File: src/hdl/bcoc_pkg.sv
package bcoc_pkg;

   localparam int ANGLE_WIDTH    = 9;
   localparam int DISTANCE_WIDTH = 14;
   localparam int COOLDOWN_WIDTH = 16;
   localparam int COUNT_WIDTH    = 8;
   localparam int CSR_DATA_WIDTH = 16;
   localparam int CSR_INDEX_WIDTH = 3;

   localparam logic [DISTANCE_WIDTH-1:0] TRIGGER_DISTANCE_RESET = 14'd2000;
   localparam logic [ANGLE_WIDTH-1:0]    ENTRY_LINE_ANGLE_RESET = 9'd90;
   localparam logic [ANGLE_WIDTH-1:0]    EXIT_LINE_ANGLE_RESET  = 9'd270;
   localparam logic [ANGLE_WIDTH-1:0]    ANGLE_WINDOW_RESET     = 9'd5;
   localparam logic [COOLDOWN_WIDTH-1:0] COOLDOWN_SECONDS_RESET = 16'd2;
   localparam logic [COUNT_WIDTH-1:0]    MAX_SPOTS_RESET        = 8'd100;

   typedef enum logic {
      CMD_SAMPLE = 1'b0,
      CMD_TICK   = 1'b1
   } command_type;

   typedef enum logic [1:0] {
      EVENT_NONE  = 2'd0,
      EVENT_ENTER = 2'd1,
      EVENT_EXIT  = 2'd2
   } change_kind_type;

   typedef enum logic [CSR_INDEX_WIDTH-1:0] {
      CSR_TRIGGER_DISTANCE = 3'd0,
      CSR_ENTRY_LINE_ANGLE = 3'd1,
      CSR_EXIT_LINE_ANGLE  = 3'd2,
      CSR_ANGLE_WINDOW     = 3'd3,
      CSR_COOLDOWN_SECONDS = 3'd4,
      CSR_MAX_SPOTS        = 3'd5
   } csr_index_type;

   typedef struct packed {
      command_type               command;
      logic [ANGLE_WIDTH-1:0]    angle;
      logic [DISTANCE_WIDTH-1:0] distance;
   } req_payload_type;

   typedef struct packed {
      logic [COUNT_WIDTH-1:0] occupancy;
      logic                   entered;
      logic                   exited;
      change_kind_type        last_change;
   } rsp_payload_type;

   // per-line window decision handed to the count update
   typedef struct packed {
      logic hit;      // sample angle inside the window
      logic first;    // window was not active before this sample
      logic qualify;  // first hit with cooldown elapsed
   } line_status_type;

endpackage

File: src/hdl/beam_crossing_occupancy_counter_unit.sv
// Channel | Direction | Handshake             | Payload
// req     | in        | req_valid / req_ready | req_data  (req_payload_type)
// rsp     | out       | rsp_valid / rsp_ready | rsp_data  (rsp_payload_type)
// csr     | in        | csr_valid / csr_ready | csr_index, csr_wdata
//
// One item per cycle sustained while rsp_ready holds; after the req transfer an item passes
// the input register, then window compare and count update into the result register.
// Reset is synchronous and restores register defaults and clears count, flags and timers.
// A stalled rsp holds its item; req_ready drops while the input register holds an item that cannot advance.
// csr_ready is always high; writes go straight into the configuration registers.
module beam_crossing_occupancy_counter_unit
   import bcoc_pkg::*;
#(
   parameter int TIMER_WIDTH = 16
) (
   input  logic                       clock,
   input  logic                       reset,
   input  logic                       req_valid,
   output logic                       req_ready,
   input  req_payload_type            req_data,
   output logic                       rsp_valid,
   input  logic                       rsp_ready,
   output rsp_payload_type            rsp_data,
   input  logic                       csr_valid,
   output logic                       csr_ready,
   input  logic [CSR_INDEX_WIDTH-1:0] csr_index,
   input  logic [CSR_DATA_WIDTH-1:0]  csr_wdata
);

   // configuration
   logic [DISTANCE_WIDTH-1:0] trigger_distance_ff;
   logic [ANGLE_WIDTH-1:0]    entry_line_angle_ff;
   logic [ANGLE_WIDTH-1:0]    exit_line_angle_ff;
   logic [ANGLE_WIDTH-1:0]    angle_window_ff;
   logic [COOLDOWN_WIDTH-1:0] cooldown_seconds_ff;
   logic [COUNT_WIDTH-1:0]    max_spots_ff;

   // pipeline
   logic            in_valid_ff;
   req_payload_type in_data_ff;
   logic            rsp_valid_ff;
   rsp_payload_type rsp_data_ff;
   rsp_payload_type rsp_data_in;
   logic            advance;

   // counter state
   logic [COUNT_WIDTH-1:0] count_ff, count_in;
   logic                   entry_win_ff, entry_win_in;
   logic                   exit_win_ff, exit_win_in;
   logic [TIMER_WIDTH-1:0] entry_since_ff, entry_since_in;
   logic [TIMER_WIDTH-1:0] exit_since_ff, exit_since_in;
   change_kind_type        last_kind_ff, last_kind_in;

   line_status_type entry_status;
   line_status_type exit_status;
   logic            sample_valid;
   logic            entered;
   logic            exited;

   assign advance   = in_valid_ff && (!rsp_valid_ff || rsp_ready);
   assign req_ready = !in_valid_ff || advance;
   assign rsp_valid = rsp_valid_ff;
   assign rsp_data  = rsp_data_ff;
   assign csr_ready = 1'b1;

   always_ff @(posedge clock) begin
      if (reset) begin
         trigger_distance_ff <= TRIGGER_DISTANCE_RESET;
         entry_line_angle_ff <= ENTRY_LINE_ANGLE_RESET;
         exit_line_angle_ff  <= EXIT_LINE_ANGLE_RESET;
         angle_window_ff     <= ANGLE_WINDOW_RESET;
         cooldown_seconds_ff <= COOLDOWN_SECONDS_RESET;
         max_spots_ff        <= MAX_SPOTS_RESET;
      end else if (csr_valid && csr_ready) begin
         case (csr_index)
            CSR_TRIGGER_DISTANCE: trigger_distance_ff <= csr_wdata[DISTANCE_WIDTH-1:0];
            CSR_ENTRY_LINE_ANGLE: entry_line_angle_ff <= csr_wdata[ANGLE_WIDTH-1:0];
            CSR_EXIT_LINE_ANGLE:  exit_line_angle_ff  <= csr_wdata[ANGLE_WIDTH-1:0];
            CSR_ANGLE_WINDOW:     angle_window_ff     <= csr_wdata[ANGLE_WIDTH-1:0];
            CSR_COOLDOWN_SECONDS: cooldown_seconds_ff <= csr_wdata[COOLDOWN_WIDTH-1:0];
            CSR_MAX_SPOTS:        max_spots_ff        <= csr_wdata[COUNT_WIDTH-1:0];
            default: ;
         endcase
      end
   end

   bcoc_line_detect #(
      .TIMER_WIDTH (TIMER_WIDTH)
   ) u_entry (
      .angle         (in_data_ff.angle),
      .line_angle    (entry_line_angle_ff),
      .window        (angle_window_ff),
      .in_window     (entry_win_ff),
      .seconds_since (entry_since_ff),
      .cooldown      (cooldown_seconds_ff),
      .status        (entry_status)
   );

   bcoc_line_detect #(
      .TIMER_WIDTH (TIMER_WIDTH)
   ) u_exit (
      .angle         (in_data_ff.angle),
      .line_angle    (exit_line_angle_ff),
      .window        (angle_window_ff),
      .in_window     (exit_win_ff),
      .seconds_since (exit_since_ff),
      .cooldown      (cooldown_seconds_ff),
      .status        (exit_status)
   );

   assign sample_valid = (in_data_ff.distance != '0) &&
                         (in_data_ff.distance <= trigger_distance_ff);

   always_comb begin
      count_in       = count_ff;
      entry_win_in   = entry_win_ff;
      exit_win_in    = exit_win_ff;
      entry_since_in = entry_since_ff;
      exit_since_in  = exit_since_ff;
      last_kind_in   = last_kind_ff;
      entered        = 1'b0;
      exited         = 1'b0;
      if (advance) begin
         if (in_data_ff.command == CMD_TICK) begin
            if (entry_since_ff != '1) begin
               entry_since_in = entry_since_ff + 1'b1;
            end
            if (exit_since_ff != '1) begin
               exit_since_in = exit_since_ff + 1'b1;
            end
         end else if (sample_valid) begin
            // entry first; exit sees the count after entry
            if (entry_status.hit) begin
               if (entry_status.first) begin
                  if (entry_status.qualify) begin
                     if (count_in < max_spots_ff) begin
                        count_in     = count_in + 1'b1;
                        last_kind_in = EVENT_ENTER;
                        entered      = 1'b1;
                     end
                     entry_since_in = '0;
                  end
                  entry_win_in = 1'b1;
               end
            end else begin
               entry_win_in = 1'b0;
            end

            if (exit_status.hit) begin
               if (exit_status.first) begin
                  if (exit_status.qualify) begin
                     if (count_in != '0) begin
                        count_in     = count_in - 1'b1;
                        last_kind_in = EVENT_EXIT;
                        exited       = 1'b1;
                     end
                     exit_since_in = '0;
                  end
                  exit_win_in = 1'b1;
               end
            end else begin
               exit_win_in = 1'b0;
            end
         end
      end
      rsp_data_in.occupancy   = count_in;
      rsp_data_in.entered     = entered;
      rsp_data_in.exited      = exited;
      rsp_data_in.last_change = last_kind_in;
   end

   always_ff @(posedge clock) begin
      if (reset) begin
         in_valid_ff    <= 1'b0;
         rsp_valid_ff   <= 1'b0;
         count_ff       <= '0;
         entry_win_ff   <= 1'b0;
         exit_win_ff    <= 1'b0;
         entry_since_ff <= '0;
         exit_since_ff  <= '0;
         last_kind_ff   <= EVENT_NONE;
      end else begin
         if (req_ready) begin
            in_valid_ff <= req_valid;
         end
         if (advance) begin
            rsp_valid_ff <= 1'b1;
         end else if (rsp_ready) begin
            rsp_valid_ff <= 1'b0;
         end
         count_ff       <= count_in;
         entry_win_ff   <= entry_win_in;
         exit_win_ff    <= exit_win_in;
         entry_since_ff <= entry_since_in;
         exit_since_ff  <= exit_since_in;
         last_kind_ff   <= last_kind_in;
      end
   end

   always_ff @(posedge clock) begin
      if (req_valid && req_ready) begin
         in_data_ff <= req_data;
      end
      if (advance) begin
         rsp_data_ff <= rsp_data_in;
      end
   end

endmodule

File: src/hdl/bcoc_line_detect.sv
module bcoc_line_detect
   import bcoc_pkg::*;
#(
   parameter int TIMER_WIDTH = 16
) (
   input  logic [ANGLE_WIDTH-1:0]    angle,
   input  logic [ANGLE_WIDTH-1:0]    line_angle,
   input  logic [ANGLE_WIDTH-1:0]    window,
   input  logic                      in_window,
   input  logic [TIMER_WIDTH-1:0]    seconds_since,
   input  logic [COOLDOWN_WIDTH-1:0] cooldown,
   output line_status_type           status
);

   localparam int CmpWidth = (TIMER_WIDTH > COOLDOWN_WIDTH) ? TIMER_WIDTH : COOLDOWN_WIDTH;

   logic [ANGLE_WIDTH-1:0] diff;
   logic                   cooled;

   // plain distance between angles, no wrap at 360
   assign diff   = (angle >= line_angle) ? (angle - line_angle) : (line_angle - angle);
   assign cooled = CmpWidth'(seconds_since) >= CmpWidth'(cooldown);

   always_comb begin
      status.hit     = diff < window;
      status.first   = status.hit && !in_window;
      status.qualify = status.first && cooled;
   end

endmodule

File: config.mk
export PLATFORM = sky130hd
export DESIGN_NAME = beam_crossing_occupancy_counter_unit
export DESIGN_NICKNAME = d
export VERILOG_FILES = /design/src/hdl/bcoc_pkg.sv /design/src/hdl/beam_crossing_occupancy_counter_unit.sv /design/src/hdl/bcoc_line_detect.sv
export SDC_FILE = /design/constraint.sdc
export NUM_CORES = 1
export LEC_CHECK = 0
export BUFFER_PORTS_ARGS = -buffer_cell sky130_fd_sc_hd__buf_2
export CELL_PAD_IN_SITES_DETAIL_PLACEMENT = 1
export CELL_PAD_IN_SITES_GLOBAL_PLACEMENT = 1
export CORE_UTILIZATION = 42
export DETAILED_ROUTE_END_ITERATION = 8
export PLACE_DENSITY_LB_ADDON = 0.1
export SLEW_MARGIN = 20
export SYNTH_ARGS = -nofsm -noshare
export SYNTH_HDL_FRONTEND = slang
export SYNTH_SLANG_ARGS = --single-unit
File: constraint.sdc
create_clock -name clock -period 6.23 [get_ports clock]
set_input_delay 0.623 -clock clock [delete_from_list [all_inputs] [get_ports clock]]
set_output_delay 0.623 -clock clock [all_outputs]
set_load 0.01 [all_outputs]
# After elaboration in Yosys (flattened, before gate mapping)
# Index checks and enable logic that the tools add are counted.
# op_classes
n_eq_ne,11
n_mux,47
addsub,8
n_reduce_logical,36
bitwise_logic,8
n_lt_le_gt_ge,8
# ops
cell,n
$mux 16,12
$mux 8,14
$sub 9x9->9,4
$add 16x1->16 const B,2
$ge 16x16->1,2
$ne 16x16->1 const B,2
$mux 2,11
$ge 9x9->1,2
$lt 9x9->1,2
$mux 9,2
$reduce_bool 2->1,8
$le 14x14->1,1
$reduce_bool 14->1,1
$reduce_and 2->1,6
$reduce_and 6->1,2
$reduce_or 5->1,2
$add 8x1->8 const B,1
$lt 8x8->1,1
$mux 1,8
$not 1->1,8
$reduce_and 4->1,2
$reduce_bool 8->1,1
$sub 8x1->8 const B,1
$logic_and 1x1->1,7
other kinds (8),16
# word_totals
wordCells,139
regBits,147
output_inout_bits,15
in_bits,48

# Depth between registers and ports, before layout
# Gate-level depths: netlist of the first run.
# logic_depth
ltp_word,19
mapped_depth,26
ltp_nobuf,25

# Cells and area by module
# From an unflattened synthesis of the first run, not the netlist that was laid out.
# unflattened
hier_cells,1133
area_unflattened_um2,9579.2
# by_module_without_submodules
mod,cells_per_inst,area_per_inst_um2,n_inst,seq_area_each_um2
beam_crossing_occupancy_counter_unit,749,6771.5,1,3303.2
bcoc_line_detect,192,1403.8,2,0.0

# Least setup slack after synthesis of the first run
# OpenSTA, ideal clock, no wires.
# synth_path
kind,reg2reg
start,register in_data_ff[21] in the netlist's numbering
end,register rsp_data_ff (netlist bit rsp_data[10]) (data pin)
stages_incl_launch_ff,26
arrival_time_ns,6.628
t_required_ns,6.054
n_path_buf,1
period_less_slack_ns,6.804
setup_slack_ns,-0.574
cell_sequence,edfxtp_1 -> ha_1 -> and3_1 -> nand4_1 -> o21ai_0 -> o32a_1 -> clkbuf_1 -> mux2i_1 -> o221ai_1 -> or3_1 -> o211ai_1 -> nor3_1 -> ha_1 -> and4_1 -> a221oi_1 -> o21ai_1 -> or4_1 -> nor2_1 -> mux2i_1 -> ha_1 -> nand2b_1 -> or4b_2 -> or3b_2 -> a21oi_1 -> nor2_1 -> o32ai_1
# synth_between
elab_chain_cells,19
# synth_rtl
item,line,text
"start, declared",beam_crossing_occupancy_counter_unit.sv:40,req_payload_type in_data_ff;
"start signal, assigned",beam_crossing_occupancy_counter_unit.sv:202,in_data_ff <= req_data;
$sub 9x9->9 / $ge 9x9->1 (equally long branches),bcoc_line_detect.sv:21,assign diff = (angle >= line_angle) ? (angle - line_angle) : (line_angle - angle);
$mux 9,bcoc_line_detect.sv:21,
$lt 9x9->1,bcoc_line_detect.sv:25,status.hit = diff < window;
$logic_and 1x1->1,bcoc_line_detect.sv:26,status.first = status.hit && !in_window;
$logic_and 1x1->1,bcoc_line_detect.sv:27,status.qualify = status.first && cooled;
$mux 8,beam_crossing_occupancy_counter_unit.sv:135,if (entry_status.qualify) begin
$mux 8,beam_crossing_occupancy_counter_unit.sv:134,if (entry_status.first) begin
$mux 8,beam_crossing_occupancy_counter_unit.sv:133,if (entry_status.hit) begin
[4 not listed],-,
$mux 8,beam_crossing_occupancy_counter_unit.sv:152,if (count_in != '0) begin
$mux 8,beam_crossing_occupancy_counter_unit.sv:151,if (exit_status.qualify) begin
$mux 8,beam_crossing_occupancy_counter_unit.sv:150,if (exit_status.first) begin
$mux 8 (*),beam_crossing_occupancy_counter_unit.sv:149,if (exit_status.hit) begin
$mux 8 (*),beam_crossing_occupancy_counter_unit.sv:131,end else if (sample_valid) begin
$mux 8 (*),beam_crossing_occupancy_counter_unit.sv:124,if (in_data_ff.command == CMD_TICK) begin
$mux 8 (*),beam_crossing_occupancy_counter_unit.sv:123,if (advance) begin
via count_in[6],beam_crossing_occupancy_counter_unit.sv:47,"logic [COUNT_WIDTH-1:0] count_ff, count_in;"
"end signal, assigned",beam_crossing_occupancy_counter_unit.sv:205,rsp_data_ff <= rsp_data_in;
"end, declared",beam_crossing_occupancy_counter_unit.sv:42,rsp_payload_type rsp_data_ff;
# The timed path passes the listed nets; every way through them passes the cells marked *. The select of a mux whose other input is x is not followed.
# A chain may end at the register's enable or synchronous reset.

# Final worst setup path of the first run
# layout_path
start,register in_data_ff[15] in the netlist's numbering
end,register count_ff[4]
# layout_between
elab_chain_cells,19
# layout_rtl
item,line,text
$sub 9x9->9 / $ge 9x9->1 (equally long branches),bcoc_line_detect.sv:21,
$mux 9,bcoc_line_detect.sv:21,
$lt 9x9->1,bcoc_line_detect.sv:25,
$logic_and 1x1->1,bcoc_line_detect.sv:26,
$logic_and 1x1->1,bcoc_line_detect.sv:27,
$mux 8,beam_crossing_occupancy_counter_unit.sv:135,
$mux 8,beam_crossing_occupancy_counter_unit.sv:134,
$mux 8,beam_crossing_occupancy_counter_unit.sv:133,
[3 not listed],-,
$sub 8x1->8 / $reduce_bool 8->1 (equally long branches),"beam_crossing_occupancy_counter_unit.sv:153, beam_crossing_occupancy_counter_unit.sv:152",
$mux 8,beam_crossing_occupancy_counter_unit.sv:152,
$mux 8,beam_crossing_occupancy_counter_unit.sv:151,
$mux 8,beam_crossing_occupancy_counter_unit.sv:150,
$mux 8 (*),beam_crossing_occupancy_counter_unit.sv:149,
$mux 8 (*),beam_crossing_occupancy_counter_unit.sv:131,
$mux 8 (*),beam_crossing_occupancy_counter_unit.sv:124,
$mux 8 (*),beam_crossing_occupancy_counter_unit.sv:123,
"end signal, assigned",beam_crossing_occupancy_counter_unit.sv:191,count_ff <= count_in;
"end, declared",beam_crossing_occupancy_counter_unit.sv:47,
# Every way passes the cells marked *; elsewhere a longest branch is shown, timed or not. The select of a mux whose other input is x is not followed.

==> results of run 1 <==
-- Yosys cell counts (3+ instances only) --
master / instances / area share, %
fa_1: 4 / 0.86
ha_1: 108 / 15
o21ai_0: 38 / 2.0
o2bb2ai_1: 3 / 0.28
or4_1: 6 / 0.49
edfxtp_1: 36 / 12
a211o_1: 19 / 1.8
or3_1: 9 / 0.61
and2_1: 10 / 0.67
nand2_1: 147 / 5.9
nor2b_1: 12 / 0.81
dfxtp_1: 111 / 24
a211oi_1: 8 / 0.65
a21o_1: 14 / 1.1
mux2_2: 5 / 0.61
o211ai_1: 6 / 0.49
a21oi_1: 80 / 4.3
or4b_2: 3 / 0.32
clkbuf_1: 30 / 1.2
and3_1: 6 / 0.40
nand4_1: 15 / 1.0
o21bai_1: 4 / 0.32
nand3_1: 28 / 1.5
nor4_1: 9 / 0.61
inv_1: 97 / 3.9
nand2b_1: 9 / 0.61
a31oi_1: 10 / 0.67
mux2i_1: 26 / 2.8
a2111oi_0: 3 / 0.28
o21a_1: 6 / 0.49
buf_2: 3 / 0.16
nor3_1: 24 / 1.3
or2_2: 4 / 0.27
xor2_1: 15 / 1.4
nor2_1: 88 / 3.6
o31ai_1: 3 / 0.24
a31o_2: 3 / 0.28
xnor2_1: 26 / 2.5
buf_1: 5 / 0.20
o22ai_1: 3 / 0.20
nand3b_1: 7 / 0.57
and4_1: 4 / 0.38
-- critical path, stage by stage (launching register included) --
cell and delay, ns:
edfxtp_1 0.44, ha_4 0.28, nor2b_1 0.13, o21ai_1 0.23, a21oi_1 0.12, o32a_1 0.41, buf_6 0.15, mux2i_4 0.19
o221ai_2 0.15, or3_1 0.35, o211ai_1 0.11, nor3_2 0.06, ha_1 0.30, and4_4 0.21, a221oi_2 0.25, o21ai_1 0.14
or4_4 0.46, nor2_4 0.16, mux2i_2 0.26, ha_2 0.22, nand2b_1 0.06, or4b_4 0.51, buf_6 0.15, mux2i_4 0.19
o2bb2ai_4 0.20, mux2i_2 0.11, buf_4 0.17, a2111oi_4 0.29
-- state kept, by name, summed over array words and instances, names as in the netlist --
| name | count |
|---|---|
| angle_window_ff | 9 |
| cooldown_seconds_ff | 16 |
| count_ff | 8 |
| entry_line_angle_ff | 9 |
| entry_since_ff | 16 |
| entry_win_ff | 1 |
| exit_line_angle_ff | 9 |
| exit_since_ff | 16 |
| exit_win_ff | 1 |
| in_data_ff | 24 |
| in_valid_ff | 1 |
| last_kind_ff | 2 |
| max_spots_ff | 8 |
| rsp_data | 12 |
| rsp_valid | 1 |
| trigger_distance_ff | 14 |
-- through the flow --
step / hold WS (ns) / util, % / setup slack (ns) / instance area [um^2]
2_1_floorplan: 0.436 / - / 0.0580 / 9350
3_3_place_gp: 0.442 / 46.6 / 0.0384 / 10100
3_5_place_dp: 0.447 / 46.6 / -0.261 / 10100
4_1_cts: 0.330 / 49.8 / 0.0249 / 10800
5_1_grt: 0.328 / 50.6 / -0.395 / 11000
6_report: 0.346 / 50.6 / -0.195 / 11000
-- final timing paths --
| path | end |
|---|---|
| min | in_data_ff[12]$_DFFE_PP_ |
| min reg2reg | angle_window_ff[7]$_SDFFE_PP0P_ |
| max reg2reg | count_ff[4]$_SDFF_PP0_ |
| max | count_ff[4]$_SDFF_PP0_ |
-- timing repair --
item	4_1_cts	5_1_grt
gates resized for setup	10	20
endpoints found under the hold margin	0	0
setup endpoints to repair	10	33
pin swaps	9	9
buffers inserted	6	6
-- power by group through the flow --
stage                     registers, mW  clock network, mW  logic (mW)
final                              1.02               1.08       0.415
after global routing               1.02               1.14       0.459
after CTS                          1.02               1.10       0.403
after detailed placement           1.04                  0       0.392
after global placement             1.04                  0       0.381
after floorplan                    1.04                  0       0.247
-- area by class of cell --
type / instances / area [um^2] / share of cell area, %
tap: 280 / 350 / 3.19
clock buffer: 20 / 479 / 4.36
sequential: 147 / 3300 / 30.0
timing repair buffer: 113 / 707 / 6.43
inverter: 97 / 364 / 3.31
clock inverter: 12 / 128 / 1.16
multi-input combinational: 804 / 5670 / 51.5
-- kinds of logic after synthesis --
kind of cell | Yosys count | share of synthesized area [%]
xor+xnor | 41 | 3.87
fa+ha+maj | 112 | 15.4
other cells | 1 | 0.0404
simple gates | 390 | 19.9
mux | 33 | 3.68
flops | 147 | 35.6
compound gates | 227 | 15.9
buf+inv | 136 | 5.58
-- routing by layer --
layer / vias to the layer above / global-route usage [%] / share of wire, %
li1: 4001 / - / -
met1: 3904 / 33.1 / 47
met2: 142 / 41.0 / 47
met3: 42 / 4.33 / 3.5
met4: 0 / 8.40 / 2.2
met5: - / 0 / 0
==> metrics, run 1 <==
GP Congestion 0.837; EDFF count, synth 36; total power approximately 2.5 mW; number of vias per cell about 5.5; Inst Count DP between 1000 and 1500; syn_area_per_cell roughly 8.5 um^2; CP Capture Type flop; Congestion Overflow GR 0; Die Wd between 150 and 200 um; hold bufs inserted after CTS 0; most frequent cells in the layout nand2_1, dfxtp_1, ha_1, inv_1, nor2_1; final setup TNS -0.813 ns; Core Region ~22000 um^2; DR WL/cell approximately 19 um; starting density of the core roughly 43%; vias slightly above 8000; Sw Ratio 28.8%; DR pass1 iterations 4; sequential area share after synthesis 35.6%; WS Path Type flop to flop; worst vdd ir between 0.0001 and 0.00015 V; cell depth of the worst hold path 1; post-DP HPWL 20100 um; CP max FO 3; # setup viols final 9; Worst Hold Class primary input to flop; worst-margin pin slew between 1 and 1.5 ns; clock slew seen by the registers of the worst setup and hold paths around 0.07 ns; Cells after Synth roughly 1100; area delta synth->final 18.5%; Ports between 60 and 70; Synth warnings 0; register bit count reported by yosys 147; number of global-route vias before repair roughly 8100; Port Buffer Count between 60 and 70; clk_skew approximately 0.015 ns; gr usage total between 20% and 30%; period utilization 103%; # diodes 0; Final Hold Viols 0; Slew Viols, Final 0; Mapped Area 9280 um^2; # nets final 1340; fraction of layout cells with a size suffix above 1 between 10% and 20%; Syn Nets about 1200; Pwr per Cell Area between 200 and 250 nW/um^2; worst skew pair latency 0.45 ns; Worst Path Arrival about 6.8 ns; Critical Path Start Type flop; Worst Slack Setup Final -0.195 ns; failing checks negative setup slack; slew margin rel. 26.8%; outcome finished, violations left; crit path from in_data_ff[15]$_DFFE_PP_; Netlist cell types a little over 70; Root Buffer clkbuf_16; Residual DRC 0; antenna violations before repair 0; die height approximately 150 um; FP Rows between 50 and 60; R2R Setup Slk -0.20 ns; ys flop type dfxtp_1; R2R cell count 27; Net Sw Power 0.725 mW; WP data required 6.56 ns; largest buffer count on any clock path 2; pin count of the biggest net entering global routing between 80 and 90; first-pass GRT wire length 42900 um; hold_sp req_data[12]; commonest non-fill, non-tap cell in the layout nand2_1; CTS Buf Count 17; CTS tree yes; Tmin final between 6 and 7 ns; Filler cells around 2600; combinational fraction of design power approximately 17%; share of synthesized registers carrying an async set or reset 0%; routed wire length between 20000 and 30000 um; P_int ~1.8 mW; antenna viol nets, final 0; FF-to-FF Start in_data_ff[15]$_DFFE_PP_; DR iter-0 viols 333; Flop pwr share 40.5%; maxcap violations 0; Clk pwr share roughly 43%; H-Tree Depth 4; Finished Layout Cells 1473; RSZ-0062 raised after global routing yes; Leakage about 4.5 nW; fmax ~160 MHz; Die ar. 22700 um^2; Num Clock Sinks 147
No activity file was read; power rests on OpenSTA's default activity.
==> run 2: changes to the inputs <==
==> constraint.sdc (replaced) <==
create_clock -name clock -period 5.4 [get_ports clock]
set_input_delay 0.54 -clock clock [delete_from_list [all_inputs] [get_ports clock]]
set_output_delay 0.54 -clock clock [all_outputs]
set_load 0.01 [all_outputs]
==> run 2 against run 1 <==
  * The run still ends with negative setup slack left
  * Worst hold slack lost 0.072 ns
  * Register-to-register slack worse by 0.44 ns
  * Final area rose by 8.4%
  * Maximum frequency grew 6.5%
  * First-iteration DRC count is 21% higher
  * Sequential cell count did not move
  * Total power rose by 18%
  * Utilization rose by 4.3 points
  * Worst setup slack lost 0.44 ns
  * Clock power up 13%
  * Final cell count rose by 5.9%
  * Via count rose by 5.1%
  * Highest routed layer unchanged
==> metrics, run 2 (same netlist as run 1, synthesis figures left out) <==
routed wire length 28700 um (was 27600 um); hold bufs inserted after CTS 0 (unchanged); worst hold slack 0.273 ns (was 0.346 ns); hold_sp req_data[16] (was req_data[12]); most frequent cells in the layout nand2_1, buf_4, dfxtp_1, ha_1, inv_1 (was nand2_1, dfxtp_1, ha_1, inv_1, nor2_1); die height 151 um (unchanged); failing checks negative setup slack (unchanged); number of vias per cell 5.45 (was 5.49); DR pass1 iterations 4 (unchanged); clock slew seen by the registers of the worst setup and hold paths 0.08 ns (was 0.07 ns); Num Clock Sinks 147 (unchanged); outcome finished, violations left (unchanged); CP max FO 8 (was 3); fraction of layout cells with a size suffix above 1 24.6% (was 16.3%); slew margin rel. 26.8% (about the same); fmax 166 MHz (was 156 MHz); R2R cell count 25 (was 27); Tmin final 6.03 ns (was 6.43 ns); Residual DRC 0 (unchanged); Slew Viols, Final 0 (unchanged); DR WL/cell 18.4 um (was 18.7 um); WHS Endpoint in_data_ff[16]$_DFFE_PP_ (was in_data_ff[12]$_DFFE_PP_); R2R Setup Slk -0.63 ns (was -0.20 ns); CTS Buf Count 17 (unchanged); Reg-to-Reg End rsp_data[10]$_DFFE_PP_ (was count_ff[4]$_SDFF_PP0_); Worst Slack Setup Final -0.633 ns (was -0.195 ns); CTS tree yes (unchanged); GP Congestion 0.887 (was 0.837); worst skew pair latency 0.44 ns (was 0.45 ns); Ports 63 (unchanged); # diodes 0 (unchanged); # setup viols final 21 (was 9); Pwr per Cell Area 249 nW/um^2 (was 229 nW/um^2); period utilization 112% (was 103%); DR iter-0 viols 403 (was 333); Largest Register in_data_ff (unchanged); clk_skew 0.0134 ns (was 0.0148 ns); WS Path Type flop to flop (unchanged); FF-to-FF Start in_data_ff[20]$_DFFE_PP_ (was in_data_ff[15]$_DFFE_PP_); Core Region 21800 um^2 (unchanged); CP Capture Type flop (unchanged); Filler cells 2574 (was 2613); WP data required 5.58 ns (was 6.56 ns); # nets final 1427 (was 1340); RSZ-0062 raised after global routing yes (unchanged); Root Buffer clkbuf_16 (unchanged); commonest non-fill, non-tap cell in the layout nand2_1 (unchanged); Port Buffer Count 61 (unchanged); Die ar. 22700 um^2 (unchanged); Final Hold Viols 0 (unchanged); starting density of the core 42.7% (unchanged); Leakage 4.98 nW (was 4.49 nW); cell depth of the worst hold path 1 (unchanged); maxcap violations 0 (unchanged); Critical Path Start Type flop (unchanged); number of global-route vias before repair 8565 (was 8128); antenna violations before repair 0 (unchanged); Worst Path Arrival 6.21 ns (was 6.75 ns); Largest register FFs 24 (unchanged); Die Wd 151 um (unchanged); pre-CTS setup slack -0.979 ns (was -0.261 ns); Worst Hold Class primary input to flop (unchanged); pin count of the biggest net entering global routing 74 (was 86); post-DP HPWL 21000 um (was 20100 um); FP Rows 54 (unchanged); antenna viol nets, final 0 (unchanged); worst vdd ir 0.000202 V (was 0.000146 V); gr usage total 26.1% (was 25.0%); area delta synth->final 28.5% (was 18.5%); H-Tree Depth 4 (unchanged); largest buffer count on any clock path 2 (unchanged); worst-margin pin slew 1.09 ns (about the same); Congestion Overflow GR 0 (unchanged); first-pass GRT wire length 45000 um (was 42900 um); vias 8499 (was 8089); total power 2.97 mW (was 2.52 mW)
-- run 2: cell count changes in the layout (fill, tap and decap cells not counted), moves of 4 or more --
cell	before	now
a21oi_1	77	72
buf_4	49	127
buf_6	3	11
nor3_1	22	18
o21ai_0	34	27
o21ai_1	4	9
-- run 2: layout make-up --
| cell class | count | area [um^2] | share of cell area [%] |
|---|---|---|---|
| inverter | 97 | 364 | 3.05 |
| multi-input combinational | 804 | 5920 | 49.6 |
| tap | 280 | 350 | 2.94 |
| clock inverter | 14 | 160 | 1.34 |
| timing repair buffer | 200 | 1400 | 11.8 |
| clock buffer | 18 | 429 | 3.60 |
| sequential | 147 | 3300 | 27.7 |
-- run 2: timing repair --
item                                   4_1_cts  5_1_grt
pin swaps                                   23       27
setup buffers                               14        8
gates resized for setup                     48       40
endpoints found under the hold margin        0        0
setup endpoints to repair                   39       43
-- run 2: through the flow --
stage | cells | TNS (ns) | util [%] | cell area, um^2
4_1_cts | 1553 | -6.64 | 53.6 | 11700
6_report | 1560 | -9.35 | 54.8 | 11900
3_5_place_dp | 1511 | -18.32 | 49.6 | 10800
2_1_floorplan | 1087 | -4.94 | - | 9370
5_1_grt | 1560 | -14.99 | 54.8 | 11900
3_3_place_gp | 1511 | -13.23 | 49.6 | 10800
-- run 2: power by group --
group | switching [mW] | internal (mW) | total, mW | leakage (nW)
combinational | 0.303 | 0.270 | 0.574 | 3.44
sequential | 0.0175 | 1.16 | 1.17 | 1.25
clock | 0.558 | 0.661 | 1.22 | 0.292
-- run 2: per-layer routing --
layer,vias up,track usage (%),routed length [um]
li1,4184,-,-
met1,4170,34.8,13800
met2,121,44.4,13800
met3,24,4.15,765
met4,0,5.55,283
met5,-,0,0
-- run 2: critical path, stage by stage, from the launching register on --
cell,delay [ns]
edfxtp_1,0.43
ha_4,0.24
a21o_1,0.17
a211oi_2,0.21
o21ai_1,0.11
o32a_4,0.44
mux2i_4,0.20
o221ai_2,0.14
or3_1,0.33
o211ai_1,0.11
nor3_2,0.06
ha_1,0.29
and4_4,0.20
buf_6,0.11
o211ai_1,0.08
nor2_1,0.09
or4_4,0.52
nor2_4,0.17
mux2i_2,0.25
ha_2,0.22
nand2b_1,0.06
or4b_4,0.53
or3b_4,0.42
a21oi_4,0.16
o31a_1,0.16
o32ai_2,0.08
-- run 2: worst max path at each step --
stage / startpoint / end / slack (ns) / depth (start not counted)
floorplan: in_data_ff[15]$_DFFE_PP_ / rsp_data[10]$_DFFE_PP_ / -0.68 / 25
global placement: in_data_ff[20]$_DFFE_PP_ / rsp_data[10]$_DFFE_PP_ / -0.80 / 24
detailed placement: in_data_ff[20]$_DFFE_PP_ / count_ff[6]$_SDFF_PP0_ / -0.98 / 25
CTS: in_data_ff[20]$_DFFE_PP_ / rsp_data[10]$_DFFE_PP_ / -0.53 / 24
global route: in_data_ff[20]$_DFFE_PP_ / rsp_data[10]$_DFFE_PP_ / -0.85 / 24
finish: in_data_ff[20]$_DFFE_PP_ / rsp_data[10]$_DFFE_PP_ / -0.63 / 25
==> run 3: changes to the inputs <==
--- a/config.mk
+++ b/config.mk
@@ -8,9 +8,10 @@
 export BUFFER_PORTS_ARGS = -buffer_cell sky130_fd_sc_hd__buf_2
 export CELL_PAD_IN_SITES_DETAIL_PLACEMENT = 1
 export CELL_PAD_IN_SITES_GLOBAL_PLACEMENT = 1
-export CORE_UTILIZATION = 42
+export CORE_UTILIZATION = 47
 export DETAILED_ROUTE_END_ITERATION = 8
 export PLACE_DENSITY_LB_ADDON = 0.1
+export REMOVE_ABC_BUFFERS = 1
 export SLEW_MARGIN = 20
 export SYNTH_ARGS = -nofsm -noshare
 export SYNTH_HDL_FRONTEND = slang
==> constraint.sdc (replaced) <==
create_clock -name clock -period 6.9 [get_ports clock]
set_input_delay 0.69 -clock clock [delete_from_list [all_inputs] [get_ports clock]]
set_output_delay 0.69 -clock clock [all_outputs]
set_load 0.01 [all_outputs]
==> run 3 against run 2 <==
  * The flow now finishes without violations
  * Clock skew about the same
  * First-iteration DRC count decreased by 0.50%
  * Clock-buffer cell count increased by 4
  * Register-to-register slack improved by 1.0 ns
  * Clock power decreased by 25%
  * Worst hold slack improved by 0.16 ns
  * Die area decreased by 11%
  * Critical endpoint unchanged
  * Largest cell class unchanged
==> metrics, run 3 (same netlist as run 1, synthesis figures left out) <==
GP Congestion 0.878 (was 0.887); largest buffer count on any clock path 2 (unchanged); routed wire length 27300 um (was 28700 um); pin count of the biggest net entering global routing 45 (was 74); most frequent cells in the layout nand2_1, dfxtp_1, ha_1, inv_1, nor2_1 (was nand2_1, buf_4, dfxtp_1, ha_1, inv_1); Root Buffer clkbuf_16 (unchanged); Congestion Overflow GR 0 (unchanged); Die Wd 143 um (was 151 um); period utilization 94.7% (was 112%); worst-margin pin slew 1.10 ns (was 1.09 ns); gr usage total 27.7% (was 26.1%); Slowest-stage cell, CP or4b_4 (unchanged); H-Tree Depth 4 (unchanged); CP max FO 6 (was 8); Tmin final 6.54 ns (was 6.03 ns); vias 8132 (was 8499); CP Capture Type flop (unchanged); Pwr per Cell Area 207 nW/um^2 (was 249 nW/um^2); Worst Path Arrival 6.77 ns (was 6.21 ns); Num Clock Sinks 147 (unchanged); Core Region 19400 um^2 (was 21800 um^2); # nets final 1310 (was 1427); post-DP HPWL 20300 um (was 21000 um); antenna violations before repair 2 (was 0); post-layout util 54.6% (was 54.8%); fraction of layout cells with a size suffix above 1 12.6% (was 24.6%); maxcap violations 0 (unchanged); number of global-route vias before repair 8192 (was 8565); Filler cells 2362 (was 2574); WS Path Type flop to flop (unchanged); # setup viols final 0 (was 21); WP data required 7.14 ns (was 5.58 ns); first-pass GRT wire length 42900 um (was 45000 um); total power 2.19 mW (was 2.97 mW); starting density of the core 47.8% (was 42.7%); DR iter-0 viols 401 (was 403); Leakage 4.31 nW (was 4.98 nW); outcome finished, final reports clean (was finished, violations left); commonest non-fill, non-tap cell in the layout nand2_1 (unchanged); FP Rows 51 (was 54); Ports 63 (unchanged); fmax 153 MHz (was 166 MHz); Largest Register in_data_ff (unchanged); RSZ-0062 raised after global routing no (was yes); # diodes 0 (unchanged); Worst Hold Class primary input to flop (unchanged); worst vdd ir 0.000192 V (was 0.000202 V); Largest register FFs 24 (unchanged); DR pass1 iterations 4 (unchanged); area delta synth->final 14.1% (was 28.5%); worst skew pair latency 0.43 ns (was 0.44 ns); antenna viol nets, final 0 (unchanged); CTS Buf Count 17 (unchanged); clk_skew 0.0131 ns (was 0.0134 ns); Final Hold Viols 0 (unchanged); hold bufs inserted after CTS 0 (unchanged); Slowest Stage Delay on Critical Path 0.51 ns (was 0.53 ns); clock slew seen by the registers of the worst setup and hold paths 0.07 ns (was 0.08 ns); sequential cell area 3300 um^2 (unchanged); CTS tree yes (unchanged); DR WL/cell 19.1 um (was 18.4 um); Port Buffer Count 61 (unchanged); Critical Path Start Type flop (unchanged); Residual DRC 0 (unchanged); Die ar. 20300 um^2 (was 22700 um^2); die height 143 um (was 151 um); slew margin rel. 25.6% (was 26.8%); number of vias per cell 5.69 (was 5.45); Multi-input gate area 5550 um^2 (was 5920 um^2); Slew Viols, Final 0 (unchanged)
## run 3: metrics by stage
step	setup WS, ns	hold WS [ns]	std cells	instance area [um^2]	TNS (ns)
final	0.365	0.433	1428	10600	0
after global placement	0.107	0.443	1392	9900	0
after CTS	0.0466	0.418	1426	10500	0
after detailed placement	-0.0920	0.447	1392	9900	-0.0920
after floorplan	0.186	0.430	1048	9130	0
after global routing	0.0305	0.419	1428	10600	0
## run 3: final timing paths
kind	startpoint	to	slack (ns)	cells after the start
setup / recovery	in_data_ff[20]$_DFFE_PP_	rsp_data[10]$_DFFE_PP_	0.36	26
hold / removal	req_data[5]	in_data_ff[5]$_DFFE_PP_	0.43	1
setup reg to reg	in_data_ff[20]$_DFFE_PP_	rsp_data[10]$_DFFE_PP_	0.36	26
hold reg to reg	angle_window_ff[1]$_SDFFE_PP0P_	angle_window_ff[1]$_SDFFE_PP0P_	0.46	2
## run 3: critical path: cells and delay by family (launching register included)
kind	cells	cell delay [ns]
adder cells (fa/ha/maj)	3	0.80
AO/OA/AOI/OAI	9	1.97
AND/OR/NAND/NOR	10	2.41
XOR/XNOR	1	0.15
flip-flops	1	0.45
multiplexers	1	0.24
buffers and inverters	2	0.31
## run 3: area by class of cell
type,instances,area share (%)
Multi-Input combinational cell,804,52.4
Tap cell,265,3.13
Inverter,97,3.44
Clock inverter,10,0.922
Sequential cell,147,31.2
Timing Repair Buffer,83,4.48
Clock buffer,22,4.40
## run 3: power by group
group,switching (mW),leakage (nW),total (mW),internal (mW)
sequential,0.0154,1.25,0.922,0.906
combinational,0.210,2.79,0.355,0.145
clock,0.392,0.272,0.915,0.523
## run 3: timing repair
| action | in CTS | in global routing |
|---|---|---|
| hold endpoints to repair | 0 | 0 |
| pin swaps | 1 | 3 |
| gates resized for setup | 7 | 15 |
| endpoints found under the setup margin | 1 | 6 |
| setup buffers | 2 | 2 |
## run 3: routing by layer
layer | track usage (%) | share of wire [%] | wire length [um]
met3 | 4.51 | 3.8 | 1040
met5 | 0 | 0.033 | 9
met1 | 36.3 | 47 | 12800
met2 | 45.9 | 47 | 12800
met4 | 9.90 | 2.4 | 653
